===== config.mk =====
export PLATFORM = sky130hd
export DESIGN_NAME = kth_largest_stream_tracker_flat
export DESIGN_NICKNAME = d
export VERILOG_FILES = /design/src/rtl/core/kths_pkg.sv /design/src/rtl/core/kths_if.sv /design/src/rtl/core/kth_largest_stream_tracker.sv /design/src/rtl/core/kths_cell.sv /design/src/flat_wrapper.sv
export SDC_FILE = /design/constraint.sdc
export NUM_CORES = 2
export LEC_CHECK = 0
export ABC_AREA = 1
export BUFFER_PORTS_ARGS = -buffer_cell sky130_fd_sc_hd__buf_2
export CAP_MARGIN = 0
export CORE_ASPECT_RATIO = 0.75
export CORE_MARGIN = 5
export CORE_UTILIZATION = 50
export DETAILED_ROUTE_END_ITERATION = 7
export HOLD_SLACK_MARGIN = 0.08
export PLACE_DENSITY = 0.68
export RECOVER_POWER = 25
export REMOVE_ABC_BUFFERS = 1
export SYNTH_ARGS = -nofsm -noshare
export SYNTH_HDL_FRONTEND = slang
export SYNTH_SLANG_ARGS = --single-unit

===== constraint.sdc =====
create_clock -name i_clk -period 14.4 [get_ports i_clk]
set_input_delay 2.88 -clock i_clk [delete_from_list [all_inputs] [get_ports i_clk]]
set_output_delay 2.88 -clock i_clk [all_outputs]
set_load 0.01 [all_outputs]

===== src/rtl/core/kths_pkg.sv =====
// kths_pkg: shared widths, sizes and types for the kth-largest stream tracker.
// No dependencies; imported by the interfaces, the cell and the top level.
package kths_pkg;

    localparam int MAX_K   = 16;
    localparam int VAL_W   = 32;
    localparam int KEEP_W  = 5;
    localparam int CNT_W   = $clog2(MAX_K + 1);

    localparam logic [KEEP_W-1:0] KEEP_RESET = KEEP_W'(1);

    typedef logic signed [VAL_W-1:0] t_value;
    typedef logic [KEEP_W-1:0]       t_keep;
    typedef logic [CNT_W-1:0]        t_count;

    // What one cell hands to its lower neighbor.
    typedef struct packed {
        logic   valid;
        logic   ge;
        t_value value;
    } t_link;

    // Next-state view of a cell, used to pick the result.
    typedef struct packed {
        logic   valid;
        t_value value;
    } t_slot;

endpackage


===== src/rtl/core/kths_if.sv =====
// kths_if: valid/ready channels for item, result and configuration beats.
// Depends on kths_pkg.
interface kths_item_if;
    import kths_pkg::*;
    logic   valid;
    logic   ready;
    t_value value;
    logic   last;
    modport source (output valid, output value, output last, input ready);
    modport sink   (input valid, input value, input last, output ready);
endinterface

interface kths_result_if;
    import kths_pkg::*;
    logic   valid;
    logic   ready;
    t_value kth_value;
    logic   found;
    modport source (output valid, output kth_value, output found, input ready);
    modport sink   (input valid, input kth_value, input found, output ready);
endinterface

interface kths_cfg_if;
    import kths_pkg::*;
    logic  valid;
    logic  ready;
    t_keep data;
    modport source (output valid, output data, input ready);
    modport sink   (input valid, input data, output ready);
endinterface


===== src/rtl/core/kth_largest_stream_tracker.sv =====
// kth_largest_stream_tracker: keeps the k largest values of a set in a sorted cell chain.
// The result of a last beat is registered and valid in the cycle after that beat is accepted.
// Throughput: one item per cycle; each accepted beat shifts the chain once.
// An item stalls only while a result waits and the sink is not ready.
// Reset: chain empty, no pending result, r_keep = 1. No clearing pass.
module kth_largest_stream_tracker (
    input  logic i_clk,
    input  logic i_rst_n,
    kths_item_if.sink     i_item,
    kths_result_if.source o_result,
    kths_cfg_if.sink      i_cfg
);
    import kths_pkg::*;

    t_keep  r_keep;
    t_count k_eff;
    logic   accept;
    logic   clear;
    logic   r_out_valid;
    t_value r_out_value;
    logic   r_out_found;
    t_value sel_value;
    logic   sel_found;

    t_link link [MAX_K+1];
    t_slot slot [MAX_K];
    logic  tail [MAX_K];

    assign i_cfg.ready = 1'b1;

    always_ff @(posedge i_clk) begin
        if (!i_rst_n) begin
            r_keep <= KEEP_RESET;
        end else if (i_cfg.valid) begin
            r_keep <= i_cfg.data;
        end
    end

    always_comb begin
        if (r_keep == '0) begin
            k_eff = CNT_W'(1);
        end else if (int'(r_keep) > MAX_K) begin
            k_eff = CNT_W'(MAX_K);
        end else begin
            k_eff = CNT_W'(r_keep);
        end
    end

    assign i_item.ready = !r_out_valid || o_result.ready;
    assign accept       = i_item.valid && i_item.ready;
    assign clear        = accept && i_item.last;

    // virtual +inf above the first cell
    assign link[0] = '{valid: 1'b1, ge: 1'b1, value: '0};

    for (genvar g = 0; g < MAX_K; g++) begin : g_cell
        kths_cell u_cell (
            .i_clk      (i_clk),
            .i_rst_n    (i_rst_n),
            .i_upd      (accept),
            .i_clear    (clear),
            .i_in_range (CNT_W'(g) < k_eff),
            .i_value    (i_item.value),
            .i_prev     (link[g]),
            .o_link     (link[g+1]),
            .o_next     (slot[g])
        );
        if (g == MAX_K - 1) begin : g_end
            assign tail[g] = slot[g].valid;
        end else begin : g_mid
            assign tail[g] = slot[g].valid && !slot[g+1].valid;
        end
    end

    always_comb begin
        sel_value = '0;
        sel_found = 1'b0;
        for (int i = 0; i < MAX_K; i++) begin
            sel_value = sel_value | (tail[i] ? slot[i].value : '0);
            sel_found = sel_found | slot[i].valid;
        end
    end

    always_ff @(posedge i_clk) begin
        if (!i_rst_n) begin
            r_out_valid <= 1'b0;
        end else if (clear) begin
            r_out_valid <= 1'b1;
        end else if (o_result.ready) begin
            r_out_valid <= 1'b0;
        end
    end

    always_ff @(posedge i_clk) begin
        if (clear) begin
            r_out_value <= sel_value;
            r_out_found <= sel_found;
        end
    end

    assign o_result.valid     = r_out_valid;
    assign o_result.kth_value = r_out_value;
    assign o_result.found     = r_out_found;

endmodule


===== src/rtl/core/kths_cell.sv =====
// kths_cell: one slot of the sorted insertion chain, largest values upstream.
// Depends on kths_pkg.
module kths_cell (
    input  logic           i_clk,
    input  logic           i_rst_n,
    input  logic           i_upd,
    input  logic           i_clear,
    input  logic           i_in_range,
    input  kths_pkg::t_value i_value,
    input  kths_pkg::t_link  i_prev,
    output kths_pkg::t_link  o_link,
    output kths_pkg::t_slot  o_next
);
    import kths_pkg::*;

    logic   r_valid;
    t_value r_value;
    logic   n_valid;
    t_value n_value;
    logic   eff;
    logic   ge;

    always_comb begin
        eff = r_valid && i_in_range;
        ge  = eff && (r_value >= i_value);
        if (ge) begin
            n_valid = 1'b1;
            n_value = r_value;
        end else if (i_prev.ge) begin
            n_valid = 1'b1;
            n_value = i_value;
        end else begin
            n_valid = i_prev.valid;
            n_value = i_prev.value;
        end
        n_valid = n_valid && i_in_range;
    end

    always_ff @(posedge i_clk) begin
        if (!i_rst_n) begin
            r_valid <= 1'b0;
        end else if (i_clear) begin
            r_valid <= 1'b0;
        end else if (i_upd) begin
            r_valid <= n_valid;
        end
    end

    always_ff @(posedge i_clk) begin
        if (i_upd) begin
            r_value <= n_value;
        end
    end

    assign o_link = '{valid: eff, ge: ge, value: r_value};
    assign o_next = '{valid: n_valid, value: n_value};

endmodule


===== src/flat_wrapper.sv =====
// flat-port wrapper written by rule: the top's interface ports become plain ports
module kth_largest_stream_tracker_flat import kths_pkg::*;
  (i_clk, i_rst_n, i_item_valid, i_item_value, i_item_last, i_item_ready, o_result_valid, o_result_kth_value, o_result_found, o_result_ready, i_cfg_valid, i_cfg_data, i_cfg_ready);
  kths_item_if i_item_i ();
  kths_result_if o_result_i ();
  kths_cfg_if i_cfg_i ();
  input  logic i_clk;
  input  logic i_rst_n;
  input wire logic [$bits(i_item_i.valid)-1:0] i_item_valid;
  input wire logic [$bits(i_item_i.value)-1:0] i_item_value;
  input wire logic [$bits(i_item_i.last)-1:0] i_item_last;
  output wire logic [$bits(i_item_i.ready)-1:0] i_item_ready;
  output wire logic [$bits(o_result_i.valid)-1:0] o_result_valid;
  output wire logic [$bits(o_result_i.kth_value)-1:0] o_result_kth_value;
  output wire logic [$bits(o_result_i.found)-1:0] o_result_found;
  input wire logic [$bits(o_result_i.ready)-1:0] o_result_ready;
  input wire logic [$bits(i_cfg_i.valid)-1:0] i_cfg_valid;
  input wire logic [$bits(i_cfg_i.data)-1:0] i_cfg_data;
  output wire logic [$bits(i_cfg_i.ready)-1:0] i_cfg_ready;
  assign i_item_i.valid = i_item_valid;
  assign i_item_i.value = i_item_value;
  assign i_item_i.last = i_item_last;
  assign i_item_ready = i_item_i.ready;
  assign o_result_valid = o_result_i.valid;
  assign o_result_kth_value = o_result_i.kth_value;
  assign o_result_found = o_result_i.found;
  assign o_result_i.ready = o_result_ready;
  assign i_cfg_i.valid = i_cfg_valid;
  assign i_cfg_i.data = i_cfg_data;
  assign i_cfg_ready = i_cfg_i.ready;
  kth_largest_stream_tracker u_core (.i_clk(i_clk), .i_rst_n(i_rst_n), .i_item(i_item_i), .o_result(o_result_i), .i_cfg(i_cfg_i));
endmodule

## Word-level counts from Yosys, hierarchy flattened

Index checks and enable logic that the tools add are counted.

- Bits in writable memories: 0
- Memories: 0
- Bits in latches: 0
- Memory bits (read-only): 0
- Bits of input ports: 43
- Output and inout port bits: 36
- Register bits after elaboration: 567
- Logic and storage cells: 265

- Div/mod/pow operators: 0
- Multiply operators: 0
- Order comparisons: 33
- Add/sub/neg operators: 0
- Equal/unequal tests: 0
- Shifts and indexed selects: 0
- Reduce and logical (&&, ||, !) cells: 84
- Bitwise gates (word level): 31
- Multiplexer cells: 81

Operators with widths:

| operator | count |
|---|---|
| $mux W32 | 47 |
| $ge A32 B32 Y1 | 16 |
| $or A32 B32 Y32 | 15 |
| $logic_and A1 B1 Y1 | 64 |
| $lt A4 B5 Y1 const A | 8 |
| $mux W1 | 32 |
| $lt A3 B5 Y1 const A | 4 |
| $logic_not A1 Y1 | 16 |
| $or A1 B1 Y1 | 15 |
| $lt A1 B5 Y1 const A | 2 |
| $lt A2 B5 Y1 const A | 2 |
| $mux W5 | 2 |
| $gt A5 B5 Y1 const B | 1 |
| $logic_not A5 Y1 | 1 |
| $reduce_bool A2 Y1 | 1 |
| $reduce_or A2 Y1 | 1 |
| $logic_or A1 B1 Y1 | 1 |
| $not A1 Y1 | 1 |

## Longest topological paths before layout

- Word-level depth: 27
- Mapped depth: 27
- Mapped depth without buffers: 25

## Cells and area by module

Synthesis repeated with hierarchy kept, for this count alone.

- Cell total of the unflattened synthesis: 6778
- Area, all modules: 52231.3 um2

By module, submodules not included:

| module | cells each | seq. area each (um2) | area each (um2) | instances |
|---|---|---|---|---|
| kths_cell (u_core.g_cell[0].u_cell ...) | 329 | 980.9 | 2740.1 | 13 |
| kths_cell (u_core.g_cell[7].u_cell ...) | 341 | 980.9 | 2852.7 | 3 |
| kth_largest_stream_tracker | 1478 | 1111.1 | 8051.5 | 1 |

## Worst setup path before layout

No wires, ideal clock.

- Kind: input to register
- From: in o_result_ready
- To: reg u_core.g_cell[11].u_cell.r_valid
- Data required time: 13.841 ns
- Stages on the path: 6
- Path buffers: 1
- Slack: 0.104 ns
- Setup time: 0.559 ns
- Arrival time: 13.736 ns
- Path through: inv_1 > nand2_1 > nand2_1 > clkbuf_1 > inv_1 > a211oi_1

- Longest elaborated chain between the ends: 4

RTL lines:

| element | line | text |
|---|---|---|
| start, declared | flat_wrapper.sv:16 | `input wire logic [$bits(o_result_i.ready)-1:0] o_result_ready;` |
| $logic_or A1 B1 Y1 * | kth_largest_stream_tracker.sv:49 | `assign i_item.ready = !r_out_valid \|\| o_result.ready;` |
| named net i_item_ready | flat_wrapper.sv:12 | `output wire logic [$bits(i_item_i.ready)-1:0] i_item_ready;` |
| $logic_and A1 B1 Y1 * | kth_largest_stream_tracker.sv:50 | `assign accept = i_item.valid && i_item.ready;` |
| named net u_core.accept | kth_largest_stream_tracker.sv:17 | `logic accept;` |
| $logic_and A1 B1 Y1 | kth_largest_stream_tracker.sv:51 | `assign clear = accept && i_item.last;` |
| $reduce_or A2 Y1 (no source line) | -- |  |
| end signal, assigned | kths_cell.sv:45 | `r_valid <= n_valid;` |
| end, declared | kths_cell.sv:16 | `logic r_valid;` |

The timed path passes the listed nets; every way through them passes the cells marked *.
A chain may end at the register's enable or synchronous reset.

## Final worst setup path

- From: in o_result_ready
- To: reg u_core.g_cell[15].u_cell.r_valid

- Longest elaborated chain between the ends: 4

RTL lines:

| element | line |
|---|---|
| $logic_or A1 B1 Y1 * | kth_largest_stream_tracker.sv:49 |
| $logic_and A1 B1 Y1 * | kth_largest_stream_tracker.sv:50 |
| named net u_core.accept | kth_largest_stream_tracker.sv:17 |
| $logic_and A1 B1 Y1 | kth_largest_stream_tracker.sv:51 |
| $reduce_or A2 Y1 (no source line) | -- |
| end signal, assigned | kths_cell.sv:45 |
| end, declared | kths_cell.sv:16 |

Marked as above.

==> results.cfg <==
[synthesis]
synth_most_common_cell = nand2_1
synth_area_sq_um = 48700
synth_cell_types = 44
synth_edf_count = 545
synth_seq_cells = 567
synth_warnings = 0
ys_seq_area_share_pct = 34.5
yosys-top-cells-count = nand2_1, nand3_1, edfxtp_1, ha_1, inv_1
yosysTopAreaCellShare_pct = 33.6
yosys-top-cells-area = edfxtp_1, nand2_1, nand3_1
synth_top_area_cell = edfxtp_1
synth_ff_type = edfxtp_1
synth_cells = 6589
async_flop_share_pct = 0
synth_area_per_cell_sq_um = 7.39

[detailed_routing]
vias = 46004
drtIter0Drc = 5946
viasPerCell = 5.85
drc = 0
dr.pass1.iters = 6
wire_per_inst_um = 21.4
postRouteAntennaNets = 0
wirelength_um = 168000

[sta]
max_freq_mhz = 93.9
slew_headroom_pct = -227
rsz0062_at_grt = no
max_slew.worst_pin.slew_ns = 4.88
maxSlewViolCount = 187
fin_skew_ns = 0.0374
period_needed_ns = 10.65
hold_viol = 0
finalCritPeriodShare_pct = 74.0
setup_viol = 0
fin_hold_ws_ns = 0.524

[run_status]
status = finished, violations left
violations = capacitance limit, slew limit

[job]
drv_cap = 4

[die]
num_rows = 99
core_sq_um = 96900
die_area_sq_um = 104000
chipWidth_um = 370
die_height_um = 280
start_util_pct = 50.2
pin_count = 79

[pwr]
p_int_uw = 3500
finalPower_uw = 5460
p_sw_uw = 1960
power.density_nw_per_um2 = 105
p_clk_share_pct = 32.0
peakVddDrop_uv = 89.2
p_leak_uw = 0.0243
p_comb_share_pct = 27.9
seqPwrFrac_pct = 40.1
switching_share_pct = 35.9

[clock_tree]
cts-htree-levels = 3
cts_hold_buf = 0
path_clk_slew_ns = 0.07
cts_buffers = 70
post_cts_buffers = 0
cts-root-buf = clkbuf_16
cts.sinks = 567
cts_resized = 0
cts_tree = done
insertion_delay_ns = 0.66
clock_tree.buffer_depth = 3

[global_route]
grt_max_degree = 153
grt_use_total_pct = 31.3
grt-ovfl-total = 0
grt_pass1_wl_um = 253000
first_global_vias = 41608
antenna_found_initial = 1

[placement]
io_buffers = 77
place.gp.congestion = 0.929
dp_hpwl_um = 121000
place_area_sq_um = 49800

[setup_path]
cp.arrival_ns = 11.20
start_kind = primary input
ff2ff_path_depth = 9
required_ns = 14.94
crit_fanout = 106
crit_type = in2reg
reg2reg_slack_ns = 5.78
worstSetupEndpointType = flip-flop

[cells_and_area]
antennaDiodeCount = 0
nets = 7052
n_fill_cell = 9336
design_area_sq_um = 51900
drive_above_1_share_pct = 7.67
syn_to_final_growth_pct = 6.59
final-seq-area_sq_um = 16800
multi_input_area_sq_um = 28600

[hold_path]
hold_depth = 2
hold_class = reg2reg
==> cells by family (layout without fill, tap and decap cells) <==
family / Yosys count / count (layout) / synth area share, %
AO/OA/AOI/OAI: 413 / 413 / 4.68
buffers and inverters: 774 / 731 / 6.81
AND/OR/NAND/NOR: 4322 / 4322 / 40.8
adder cells (fa/ha/maj): 512 / 512 / 13.2
flip-flops: 567 / 567 / 34.5
other: 1 / 2 / 0.00771
==> metal layers <==
layer | GRT usage [%] | up-vias | wire length (um)
li1 | - | 21978 | -
met4 | 8.69 | 0 | 4670
met2 | 42.9 | 2664 | 65500
met5 | 0 | - | 0
met3 | 7.73 | 251 | 22200
met1 | 48.3 | 21111 | 75600
==> cell usage in the layout, fill, tap and decap left out, types with 3 or more instances in the layout <==
master,count
or2_2,172
clkbuf_1,60
nor4_2,3
nand4_1,43
a21oi_1,276
nor3_1,10
nand3_1,1340
buf_2,41
nand2_2,19
nor2_1,318
nor2_4,8
buf_4,89
a21oi_2,5
or2_0,5
o21ai_0,64
inv_1,419
clkinv_1,12
and2_1,352
dfxtp_1,22
o21bai_1,6
and3_1,3
clkbuf_8,4
or2_1,71
edfxtp_1,545
clkbuf_16,72
clkinv_2,8
o21a_1,31
inv_6,3
a21oi_4,5
ha_1,512
nand3_2,22
a21o_1,19
nand2_1,1928
inv_2,18
nor2_2,22
==> critical path, cell delays in order <==
cell,delay [ns]
buf_2,0.10
inv_1,0.04
nand2_1,0.06
nand2_1,0.06
clkbuf_1,1.16
clkinvlp_2,4.58
buf_4,1.75
nor2_1,0.20
nor2_1,0.06
o21ai_0,0.16
inv_1,0.06
==> layout make-up <==
class | count | area share, %
Clock buffer | 98 | 3.74
Clock inverter | 24 | 0.345
Inverter | 440 | 3.19
Multi-Input combinational cell | 5249 | 55.2
Sequential cell | 567 | 32.4
Tap cell | 1313 | 3.17
Timing Repair Buffer | 169 | 2.00
==> path summary, 6_finish.rpt <==
| check | startpoint | endpoint |
|---|---|---|
| setup reg to reg | u_core.o_result.valid | u_core.g_cell[15].u_cell.r_valid |
| setup / recovery | o_result_ready | u_core.g_cell[15].u_cell.r_valid |
| hold reg to reg | u_core.r_keep[2] | u_core.r_keep[2] |
| hold / removal | u_core.r_keep[2] | u_core.r_keep[2] |
==> registers in the layout, summed over array words and instances, names as in the netlist <==
| signal | flops |
|---|---|
| u_core.g_cell.u_cell.r_value | 512 |
| u_core.o_result.valid | 1 |
| u_core.g_cell.u_cell.r_valid | 16 |
| u_core.r_keep | 5 |
| u_core.o_result.found | 1 |
| u_core.o_result.kth_value | 32 |
==> stage by stage <==
step,utilization (%),setup TNS [ns],instances,worst slack [ns]
detailed placement,51.4,0,7738,5.57
global route,53.6,0,7860,3.19
floorplan,-,-0.101,6256,-0.101
CTS,53.6,0,7860,6.26
finish,53.6,0,7860,3.75
global placement,51.4,0,7738,5.58
==> power by group through the flow <==
| stage | registers, uW | clock network, uW | logic, uW |
|---|---|---|---|
| 6_report | 2190 | 1750 | 1520 |
| 5_1_grt | 2200 | 1820 | 1680 |
| 4_1_cts | 2180 | 1760 | 1480 |
| 3_5_place_dp | 2210 | 0 | 1470 |
| 3_3_place_gp | 2210 | 0 | 1440 |
| 2_1_floorplan | 2190 | 0 | 974 |
Note: power is estimated with default switching activity, not from simulation.
